$ cat src/hdl/rbsm_pkg.sv
// rbsm_pkg: shared types and constants for the byte stream RSA block.
// No dependencies; imported by every module of the block.
`timescale 1ns / 1ps
`default_nettype none

package rbsm_pkg;

   // Default modulus width, exponent width and multiplier operand width.
   localparam int unsigned MOD_BITS_DEF = 20;
   localparam int unsigned EXP_BITS     = 20;
   localparam int unsigned B_BITS       = 24;   // widest base: a gathered 24-bit code
   localparam int unsigned CNT_W        = $clog2(B_BITS + 1);
   localparam int unsigned BYTE_W       = 8;
   localparam int unsigned IDX_W        = 2;

   // Register indexes on the csr port
   localparam logic [IDX_W-1:0] CSR_MODE     = 2'd0;
   localparam logic [IDX_W-1:0] CSR_EXPONENT = 2'd1;
   localparam logic [IDX_W-1:0] CSR_MODULUS  = 2'd2;

   // Mode codes
   localparam logic MODE_ENCRYPT = 1'b0;
   localparam logic MODE_DECRYPT = 1'b1;

   typedef enum logic [1:0] {
      TOP_IDLE,
      TOP_RUN,
      TOP_SEND
   } top_state_type;

   typedef enum logic [2:0] {
      EXP_IDLE,
      EXP_REDUCE,
      EXP_DECIDE,
      EXP_MUL,
      EXP_SQR,
      EXP_DONE
   } exp_state_type;

   // Command from the exponentiation sequencer to the serial multiplier
   typedef struct packed {
      logic             start;
      logic [CNT_W-1:0] nbits;
   } mm_cmd_type;

endpackage

`default_nettype wire

$ cat src/hdl/rbsm_modmul.sv
// rbsm_modmul: bit-serial interleaved modular multiplier, one multiplier bit a cycle.
// Depends on rbsm_pkg.
`timescale 1ns / 1ps
`default_nettype none

module rbsm_modmul #(
   parameter int unsigned MOD_BITS = rbsm_pkg::MOD_BITS_DEF
) (
   input  wire logic                          clock,
   input  wire logic                          reset,
   input  wire rbsm_pkg::mm_cmd_type          cmd,
   input  wire logic [MOD_BITS-1:0]           op_a,     // must not exceed modulus
   input  wire logic [rbsm_pkg::B_BITS-1:0]   op_b,     // consumed MSB first
   input  wire logic [MOD_BITS-1:0]           modulus,
   output logic                               done,
   output logic [MOD_BITS-1:0]                result
);
   import rbsm_pkg::*;

   logic                busy_ff, busy_in;
   logic                done_ff, done_in;
   logic [CNT_W-1:0]    cnt_ff, cnt_in;
   logic [MOD_BITS-1:0] r_ff, r_in;
   logic [MOD_BITS-1:0] a_ff, a_in;
   logic [B_BITS-1:0]   b_ff, b_in;

   logic [MOD_BITS:0]   m_ext, t0, t1, t2, t3, add;

   // r = 2r mod m, then r = (r + a) mod m when the top bit of b is set; both stay below 2m
   always_comb begin
      m_ext = {1'b0, modulus};
      t0    = {r_ff, 1'b0};
      t1    = (t0 >= m_ext) ? (t0 - m_ext) : t0;
      add   = b_ff[B_BITS-1] ? {1'b0, a_ff} : '0;
      t2    = t1 + add;
      t3    = (t2 >= m_ext) ? (t2 - m_ext) : t2;
   end

   always_comb begin
      busy_in = busy_ff;
      done_in = 1'b0;
      cnt_in  = cnt_ff;
      r_in    = r_ff;
      a_in    = a_ff;
      b_in    = b_ff;
      if (cmd.start) begin
         busy_in = 1'b1;
         cnt_in  = cmd.nbits;
         r_in    = '0;
         a_in    = op_a;
         b_in    = op_b;
      end else if (busy_ff) begin
         r_in   = t3[MOD_BITS-1:0];
         b_in   = {b_ff[B_BITS-2:0], 1'b0};
         cnt_in = cnt_ff - CNT_W'(1);
         if (cnt_ff == CNT_W'(1)) begin
            busy_in = 1'b0;
            done_in = 1'b1;
         end
      end
   end

   always_ff @(posedge clock) begin
      if (reset) begin
         busy_ff <= 1'b0;
         done_ff <= 1'b0;
         cnt_ff  <= '0;
      end else begin
         busy_ff <= busy_in;
         done_ff <= done_in;
         cnt_ff  <= cnt_in;
      end
      r_ff <= r_in;
      a_ff <= a_in;
      b_ff <= b_in;
   end

   assign done   = done_ff;
   assign result = r_ff;

endmodule

`default_nettype wire

$ cat src/hdl/rbsm_exp.sv
// rbsm_exp: right-to-left square-and-multiply sequencer around one serial multiplier.
// Depends on rbsm_pkg and rbsm_modmul.
`timescale 1ns / 1ps
`default_nettype none

module rbsm_exp #(
   parameter int unsigned MOD_BITS = rbsm_pkg::MOD_BITS_DEF
) (
   input  wire logic                            clock,
   input  wire logic                            reset,
   input  wire logic                            start,
   input  wire logic [rbsm_pkg::B_BITS-1:0]     base,
   input  wire logic [rbsm_pkg::EXP_BITS-1:0]   exponent,
   input  wire logic [MOD_BITS-1:0]             modulus,
   output logic                                 done,
   output logic [MOD_BITS-1:0]                  result
);
   import rbsm_pkg::*;

   exp_state_type         state_ff, state_in;
   logic [MOD_BITS-1:0]   acc_ff, acc_in;
   logic [MOD_BITS-1:0]   sq_ff, sq_in;
   logic [EXP_BITS-1:0]   ex_ff, ex_in;

   mm_cmd_type            mm_cmd;
   logic [MOD_BITS-1:0]   mm_a;
   logic [B_BITS-1:0]     mm_b;
   logic                  mm_done;
   logic [MOD_BITS-1:0]   mm_res;
   logic [B_BITS-1:0]     sq_top;
   logic [B_BITS-1:0]     acc_top;
   logic                  ex_upper_zero;

   // multiplier bits are taken from the top of op_b
   assign sq_top        = B_BITS'(sq_ff) << (B_BITS - MOD_BITS);
   assign acc_top       = B_BITS'(acc_ff) << (B_BITS - MOD_BITS);
   assign ex_upper_zero = (ex_ff[EXP_BITS-1:1] == '0);

   rbsm_modmul #(.MOD_BITS(MOD_BITS)) u_modmul (
      .clock   (clock),
      .reset   (reset),
      .cmd     (mm_cmd),
      .op_a    (mm_a),
      .op_b    (mm_b),
      .modulus (modulus),
      .done    (mm_done),
      .result  (mm_res)
   );

   // next state
   always_comb begin
      state_in = state_ff;
      unique case (state_ff)
         EXP_IDLE: begin
            if (start) state_in = (modulus == '0) ? EXP_DONE : EXP_REDUCE;
         end
         EXP_REDUCE: begin
            if (mm_done) state_in = EXP_DECIDE;
         end
         EXP_DECIDE: begin
            if (ex_ff == '0)   state_in = EXP_DONE;
            else if (ex_ff[0]) state_in = EXP_MUL;
            else               state_in = EXP_SQR;
         end
         EXP_MUL: begin
            if (mm_done) state_in = ex_upper_zero ? EXP_DONE : EXP_SQR;
         end
         EXP_SQR: begin
            if (mm_done) state_in = EXP_DECIDE;
         end
         EXP_DONE: state_in = EXP_IDLE;
         default:  state_in = EXP_IDLE;
      endcase
   end

   // outputs and datapath
   always_comb begin
      mm_cmd.start = 1'b0;
      mm_cmd.nbits = CNT_W'(MOD_BITS);
      mm_a         = sq_ff;
      mm_b         = sq_top;
      acc_in       = acc_ff;
      sq_in        = sq_ff;
      ex_in        = ex_ff;
      unique case (state_ff)
         EXP_IDLE: begin
            if (start) begin
               // 1 mod m: zero for m of 0 or 1
               acc_in = (modulus == '0 || modulus == MOD_BITS'(1)) ? '0 : MOD_BITS'(1);
               ex_in  = exponent;
               if (modulus != '0) begin
                  // base mod m as 1 * base
                  mm_cmd.start = 1'b1;
                  mm_cmd.nbits = CNT_W'(B_BITS);
                  mm_a         = MOD_BITS'(1);
                  mm_b         = base;
               end
            end
         end
         EXP_REDUCE: begin
            if (mm_done) sq_in = mm_res;
         end
         EXP_DECIDE: begin
            if (ex_ff != '0) begin
               mm_cmd.start = 1'b1;
               if (ex_ff[0]) begin
                  mm_a = acc_ff;
                  mm_b = sq_top;
               end
            end
         end
         EXP_MUL: begin
            if (mm_done) begin
               acc_in = mm_res;
               if (!ex_upper_zero) mm_cmd.start = 1'b1;
            end
         end
         EXP_SQR: begin
            if (mm_done) begin
               sq_in = mm_res;
               ex_in = ex_ff >> 1;
            end
         end
         EXP_DONE: begin
            mm_b = acc_top;
         end
         default: begin
            mm_b = sq_top;
         end
      endcase
   end

   always_ff @(posedge clock) begin
      if (reset) begin
         state_ff <= EXP_IDLE;
      end else begin
         state_ff <= state_in;
      end
      acc_ff <= acc_in;
      sq_ff  <= sq_in;
      ex_ff  <= ex_in;
   end

   assign done   = (state_ff == EXP_DONE);
   assign result = acc_ff;

endmodule

`default_nettype wire

$ cat src/hdl/rsa_byte_stream_modexp.sv
// Decrypt: first two items of a triple are only gathered; the third starts a run as encrypt.
// Throughput: one item at a time; the next is taken the cycle after the last byte leaves.
// Reset: synchronous, active high; mode 0, exponent 1, modulus 1, gather state cleared.
`timescale 1ns / 1ps
`default_nettype none

module rsa_byte_stream_modexp #(
   parameter int unsigned MOD_BITS = rbsm_pkg::MOD_BITS_DEF   // 8 to 24
) (
   input  wire logic                         clock,
   input  wire logic                         reset,
   // input stream
   input  wire logic                         req_tvalid,
   output logic                              req_tready,
   input  wire logic [7:0]                   req_tdata,    // [7:0] data_byte
   // result stream
   output logic                              rsp_tvalid,
   input  wire logic                         rsp_tready,
   output logic [7:0]                        rsp_tdata,    // [7:0] out_byte
   output logic                              rsp_tlast,    // last
   // register writes
   input  wire logic                         csr_we,
   input  wire logic [rbsm_pkg::IDX_W-1:0]   csr_index,
   input  wire logic [((MOD_BITS > rbsm_pkg::EXP_BITS) ?
                       MOD_BITS : rbsm_pkg::EXP_BITS)-1:0] csr_wdata
);
   import rbsm_pkg::*;

   // configuration
   logic                  mode_ff, mode_in;
   logic [EXP_BITS-1:0]   exp_ff, exp_in;
   logic [MOD_BITS-1:0]   mod_ff, mod_in;

   // gather state for decrypt triples
   logic [1:0]            gather_count_ff, gather_count_in;
   logic [15:0]           partial_code_ff, partial_code_in;

   // control and output shifter
   top_state_type         state_ff, state_in;
   logic [B_BITS-1:0]     res_ff, res_in;     // bytes leave from the top
   logic [1:0]            rem_ff, rem_in;     // bytes still to send

   logic                  in_acc, out_acc, triple_done;
   logic                  exp_start, exp_done;
   logic [B_BITS-1:0]     exp_base;
   logic [MOD_BITS-1:0]   exp_res;

   assign in_acc      = req_tvalid && req_tready;
   assign out_acc     = rsp_tvalid && rsp_tready;
   assign triple_done = (gather_count_ff == 2'd2);

   rbsm_exp #(.MOD_BITS(MOD_BITS)) u_exp (
      .clock    (clock),
      .reset    (reset),
      .start    (exp_start),
      .base     (exp_base),
      .exponent (exp_ff),
      .modulus  (mod_ff),
      .done     (exp_done),
      .result   (exp_res)
   );

   // register writes; the user must only write while idle, the block does not enforce it
   always_comb begin
      mode_in = mode_ff;
      exp_in  = exp_ff;
      mod_in  = mod_ff;
      if (csr_we) begin
         unique case (csr_index)
            CSR_MODE:     mode_in = csr_wdata[0];
            CSR_EXPONENT: exp_in  = csr_wdata[EXP_BITS-1:0];
            CSR_MODULUS:  mod_in  = csr_wdata[MOD_BITS-1:0];
            default:      mode_in = mode_ff;
         endcase
      end
   end

   // next state
   always_comb begin
      state_in = state_ff;
      unique case (state_ff)
         TOP_IDLE: begin
            if (in_acc && (mode_ff == MODE_ENCRYPT || triple_done)) state_in = TOP_RUN;
         end
         TOP_RUN: begin
            if (exp_done) state_in = TOP_SEND;
         end
         TOP_SEND: begin
            if (out_acc && rem_ff == 2'd1) state_in = TOP_IDLE;
         end
         default: state_in = TOP_IDLE;
      endcase
   end

   // outputs and datapath
   always_comb begin
      req_tready      = 1'b0;
      rsp_tvalid      = 1'b0;
      exp_start       = 1'b0;
      exp_base        = {8'd0, partial_code_ff};
      gather_count_in = gather_count_ff;
      partial_code_in = partial_code_ff;
      res_in          = res_ff;
      rem_in          = rem_ff;
      unique case (state_ff)
         TOP_IDLE: begin
            req_tready = 1'b1;
            if (mode_ff == MODE_ENCRYPT) begin
               exp_base = B_BITS'(req_tdata);
               if (in_acc) exp_start = 1'b1;
            end else begin
               exp_base = {partial_code_ff, req_tdata};
               if (in_acc) begin
                  if (triple_done) begin
                     exp_start       = 1'b1;
                     gather_count_in = 2'd0;
                     partial_code_in = '0;
                  end else begin
                     gather_count_in = gather_count_ff + 2'd1;
                     partial_code_in = {partial_code_ff[7:0], req_tdata};
                  end
               end
            end
         end
         TOP_RUN: begin
            if (exp_done) begin
               if (mode_ff == MODE_ENCRYPT) begin
                  res_in = B_BITS'(exp_res);     // three bytes, big-endian
                  rem_in = 2'd3;
               end else begin
                  res_in = {exp_res[7:0], 16'd0};
                  rem_in = 2'd1;
               end
            end
         end
         TOP_SEND: begin
            rsp_tvalid = 1'b1;
            if (out_acc) begin
               res_in = {res_ff[B_BITS-9:0], 8'd0};
               rem_in = rem_ff - 2'd1;
            end
         end
         default: begin
            rsp_tvalid = 1'b0;
         end
      endcase
      // writing mode restarts gathering
      if (csr_we && csr_index == CSR_MODE) begin
         gather_count_in = 2'd0;
         partial_code_in = '0;
      end
   end

   always_ff @(posedge clock) begin
      if (reset) begin
         state_ff        <= TOP_IDLE;
         mode_ff         <= MODE_ENCRYPT;
         exp_ff          <= EXP_BITS'(1);
         mod_ff          <= MOD_BITS'(1);
         gather_count_ff <= '0;
         partial_code_ff <= '0;
         rem_ff          <= '0;
      end else begin
         state_ff        <= state_in;
         mode_ff         <= mode_in;
         exp_ff          <= exp_in;
         mod_ff          <= mod_in;
         gather_count_ff <= gather_count_in;
         partial_code_ff <= partial_code_in;
         rem_ff          <= rem_in;
      end
      res_ff <= res_in;
   end

   assign rsp_tdata = res_ff[B_BITS-1:B_BITS-8];
   assign rsp_tlast = (rem_ff == 2'd1);

endmodule

`default_nettype wire

$ cat config.mk
export PLATFORM = sky130hd
export DESIGN_NAME = rsa_byte_stream_modexp
export DESIGN_NICKNAME = d
export VERILOG_FILES = /design/src/hdl/rbsm_pkg.sv /design/src/hdl/rbsm_modmul.sv /design/src/hdl/rbsm_exp.sv /design/src/hdl/rsa_byte_stream_modexp.sv
export SDC_FILE = /design/constraint.sdc
export NUM_CORES = 1
export LEC_CHECK = 0
export ABC_AREA = 1
export BUFFER_PORTS_ARGS = -buffer_cell sky130_fd_sc_hd__buf_2
export CAP_MARGIN = 20
export CORE_AREA = 2 2 152 154
export CTS_CLUSTER_SIZE = 30
export DETAILED_ROUTE_END_ITERATION = 7
export DIE_AREA = 0 0 154 156
export PLACE_DENSITY = 0.82
export SYNTH_ARGS = -nofsm -noshare
export SYNTH_HDL_FRONTEND = slang
export SYNTH_HIERARCHICAL = 1
export SYNTH_SLANG_ARGS = --single-unit
$ cat constraint.sdc
create_clock -name clock -period 9.8 [get_ports clock]
set_clock_uncertainty 0.2 [all_clocks]
set_input_delay 0.49 -clock clock [delete_from_list [all_inputs] [get_ports clock]]
set_output_delay 0.49 -clock clock [all_outputs]
set_load 0.01 [all_outputs]
==> summary.txt <==
Yosys
  – Fraction of the mapped netlist area in compound gates: 10.6%
  – Number of synthesized flops with an enable pin: 128
  – Post-synthesis share of cell area spent on xor and xnor gates: 2.63%
  – Dominant combinational cell family by area after synthesis: simple AND/OR/NAND/NOR gates
  – Number of synthesized register bits: 221
  – Commonest cells in the synthesized netlist: sky130_fd_sc_hd__nand2_1 (575), sky130_fd_sc_hd__inv_1 (246), sky130_fd_sc_hd__nor2_1 (229)
  – Leading post-synthesis cells by cell area: sky130_fd_sc_hd__edfxtp_1 (27%), sky130_fd_sc_hd__nand2_1 (15%), sky130_fd_sc_hd__dfxtp_1 (13%)
  – Post-synthesis adder-cell area fraction: 5.93%
  – Simple-gate portion of the synthesized area: 31.2%
  – Synth Area per Inst: 7.27 um^2
  – Number of distinct library cells after synthesis: 57
  – Asr flop ratio synth: 0%
  – Share of the synthesized area in the top cell type: 26.9%
  – Number of synthesis warnings: 6
  – Area leader, netlist: sky130_fd_sc_hd__edfxtp_1
  – Sequential fraction of the synthesis area: 39.9%
  – Area of the mapped netlist: 14300 um^2
  – Count leader, synth: sky130_fd_sc_hd__nand2_1
  – Multiplexer fraction of the synthesized cell area: 0%
  – Number of instances in the synthesized netlist: 1969
  – Commonest register cell after synthesis: sky130_fd_sc_hd__edfxtp_1

Clock tree
  – CTS hold repair buffers: 0
  – Number of clock buffers inserted by TritonCTS: 24
  – Max Buffers Root-to-Sink: 3
  – Post CTS Setup Buffer Count: 0
  – CTS Root Buffer Type: sky130_fd_sc_hd__clkbuf_16
  – CTS Sinks: 221
  – Clock-pin slew on the worst setup and hold paths: 0.06 ns
  – Clock latency at the later pin of the worst-skew pair: 0.51 ns
  – H-Tree Depth: 1
  – Total of cells resized after clock tree synthesis: 0
  – TritonCTS clock tree: yes

Placement
  – Routability Congestion: 1.03
  – # port buffers: 45
  – DP HPWL: 31600 um

Route
  – Number of DRC violations after detailed routing: 0
  – Via-to-Cell Ratio: 5.76
  – Remaining number of nets flagged by the antenna check after routing: 0
  – First DRT Iteration DRCs: 1328
  – Total Routed Length: 41800 um
  – Via count: 13100
  – DR WL/cell: 18.3 um
  – Initial DRT Pass Iterations: 7

STA
  – RSZ-0062 raised after global routing: false
  – Setup-failing EPs final: 0
  – Final hold violation count: 0
  – TNS Setup: 0 ns
  – Final Max Tran Viols: 0
  – Share of the clock period used by the worst path: 77.7%
  – Rel. slew slack: 41.6%
  – Achievable Freq: 0.131 GHz
  – Shortest clock period the worst path allows after layout: 7.62 ns
  – Slew @ Worst Pin: 0.876 ns

Setup path
  – Required time at the worst-slack endpoint: 10.00 ns
  – Cell occurring most often along the worst timing path: sky130_fd_sc_hd__nand2_1
  – Worst setup SP type: register
  – Kind of critical path: reg2reg
  – Dominant delay contributor by cell family on the critical path: simple AND/OR/NAND/NOR gates
  – Largest incremental delay on the critical path: 0.72 ns
  – CP Buf/Inv Count: 4
  – Slowest library cell on the worst path: sky130_fd_sc_hd__nand3_2
  – Maximum fanout count along the critical path: 26
  – Crit. End Element: register
  – Arrival time reported for the critical path endpoint: 7.82 ns

Outcome
  – Result of the run: complete, no violations

Final layout
  – Fraction of final layout cells sized beyond drive strength 1: 7.67%
  – Number of diodes added for antenna fixing: 0
  – Post-layout nets: 2079
  – Fillers: 1859
  – Area growth from synthesis to layout: 7.88%
  – Multi-input logic area: 7220 um^2
  – Area taken by flip-flops and latches: 5710 um^2

Die
  – Area of the core: 22400 um^2
  – Die span in x: 154 um
  – Top Ports: 46
  – Starting utilization of the core area: 64.0%
  – Die Y: 156 um
  – Number of rows created at floorplan: 55
  – Die outline area: 24000 um^2

GRT
  – Vias in the first global route: 12500
  – Gr ovfl total: 0
  – Wire length of the first global-routing pass: 65400 um
  – Maximum number of pins on one net before global-route repair: 52
  – Number of antenna violations at the first check in global routing: 0
  – Global routing usage summed across all routing layers: 34.6%

Worst hold path
  – Class of the most critical hold timing path: in2reg

Job
  – Total of max-cap violations: 0
## registers in the layout, indices dropped and copies added, names as in the netlist, 3 cells and up
| register | count |
|---|---|
| exp_ff | 20 |
| mod_ff | 20 |
| partial_code_ff | 16 |
| res_ff | 24 |
| u_exp/ex_ff | 20 |
| u_exp/result | 20 |
| u_exp/sq_ff | 20 |
| u_exp/state_ff | 3 |
| u_exp/u_modmul/a_ff | 20 |
| u_exp/u_modmul/b_ff | 24 |
| u_exp/u_modmul/cnt_ff | 5 |
| u_exp/u_modmul/result | 20 |
## layout by cell type (no fill, tap or decap), types with 21 or more instances in the layout
cell,instances
sky130_fd_sc_hd__clkbuf_16,25
sky130_fd_sc_hd__nand2_1,574
sky130_fd_sc_hd__nand4_1,45
sky130_fd_sc_hd__nand2_2,27
sky130_fd_sc_hd__xor2_1,24
sky130_fd_sc_hd__dfxtp_1,93
sky130_fd_sc_hd__nand3b_1,21
sky130_fd_sc_hd__a21oi_1,82
sky130_fd_sc_hd__edfxtp_1,128
sky130_fd_sc_hd__buf_2,45
sky130_fd_sc_hd__o21ai_0,110
sky130_fd_sc_hd__inv_1,246
sky130_fd_sc_hd__nand3_1,102
sky130_fd_sc_hd__ha_1,63
sky130_fd_sc_hd__nor2_1,229
## logic make-up (layout without fill, tap and decap cells)
kind of cell,Yosys count,count (layout)
buffers and inverters,332,358
XOR/XNOR,43,43
other,2,3
adder cells (fa/ha/maj),66,66
flip-flops,221,221
AO/OA/AOI/OAI,267,267
AND/OR/NAND/NOR,1038,1038
## area by class of cell
type / instances / area share, %
Inverter: 259 / 6.39
Clock buffer: 30 / 4.17
Tap cell: 285 / 2.31
Sequential cell: 221 / 37.0
Timing Repair Buffer: 55 / 2.25
Multi-Input combinational cell: 1417 / 46.8
Clock inverter: 14 / 1.11
## metrics by stage
step | utilization (%) | setup WS, ns | instance area (um^2) | hold slack, ns | std cells
5_1_grt | 69.0 | 1.83 | 15400 | 0.0385 | 2281
4_1_cts | 68.7 | 2.54 | 15400 | 0.0304 | 2278
3_5_place_dp | 65.1 | 2.57 | 14600 | 0.252 | 2234
6_report | 69.0 | 2.18 | 15400 | 0.0401 | 2281
2_1_floorplan | - | 4.86 | 14300 | 0.239 | 1970
3_3_place_gp | 65.1 | 2.51 | 14600 | 0.248 | 2234
## worst paths after layout
kind,startpoint,end,slack (ns),cells past startpoint
worst max-delay path,u_exp/u_modmul/result[15],u_exp/u_modmul/result[17],2.18,30
worst min-delay path,csr_wdata[7],exp_ff[7],0.04,3
worst max register to register,u_exp/u_modmul/result[15],u_exp/u_modmul/result[17],2.18,30
worst min register to register,partial_code_ff[11],partial_code_ff[11],0.26,2
## tightest hold or removal path: stages
cell	delay (ns)
sky130_fd_sc_hd__buf_2	0.08
sky130_fd_sc_hd__o21ai_0	0.07
sky130_fd_sc_hd__nor2_1	0.07
## routing by layer
layer	share of wire (%)	global-route usage [%]	vias up
met4	5.3	17.2	0
met1	42	44.6	5976
met5	0	0	-
li1	-	-	6418
met3	7.3	4.83	125
met2	46	57.5	609
Power is left out: the tool's default activity adds up to more than one toggle a clock period on the data nets, which glitch-free logic cannot reach.
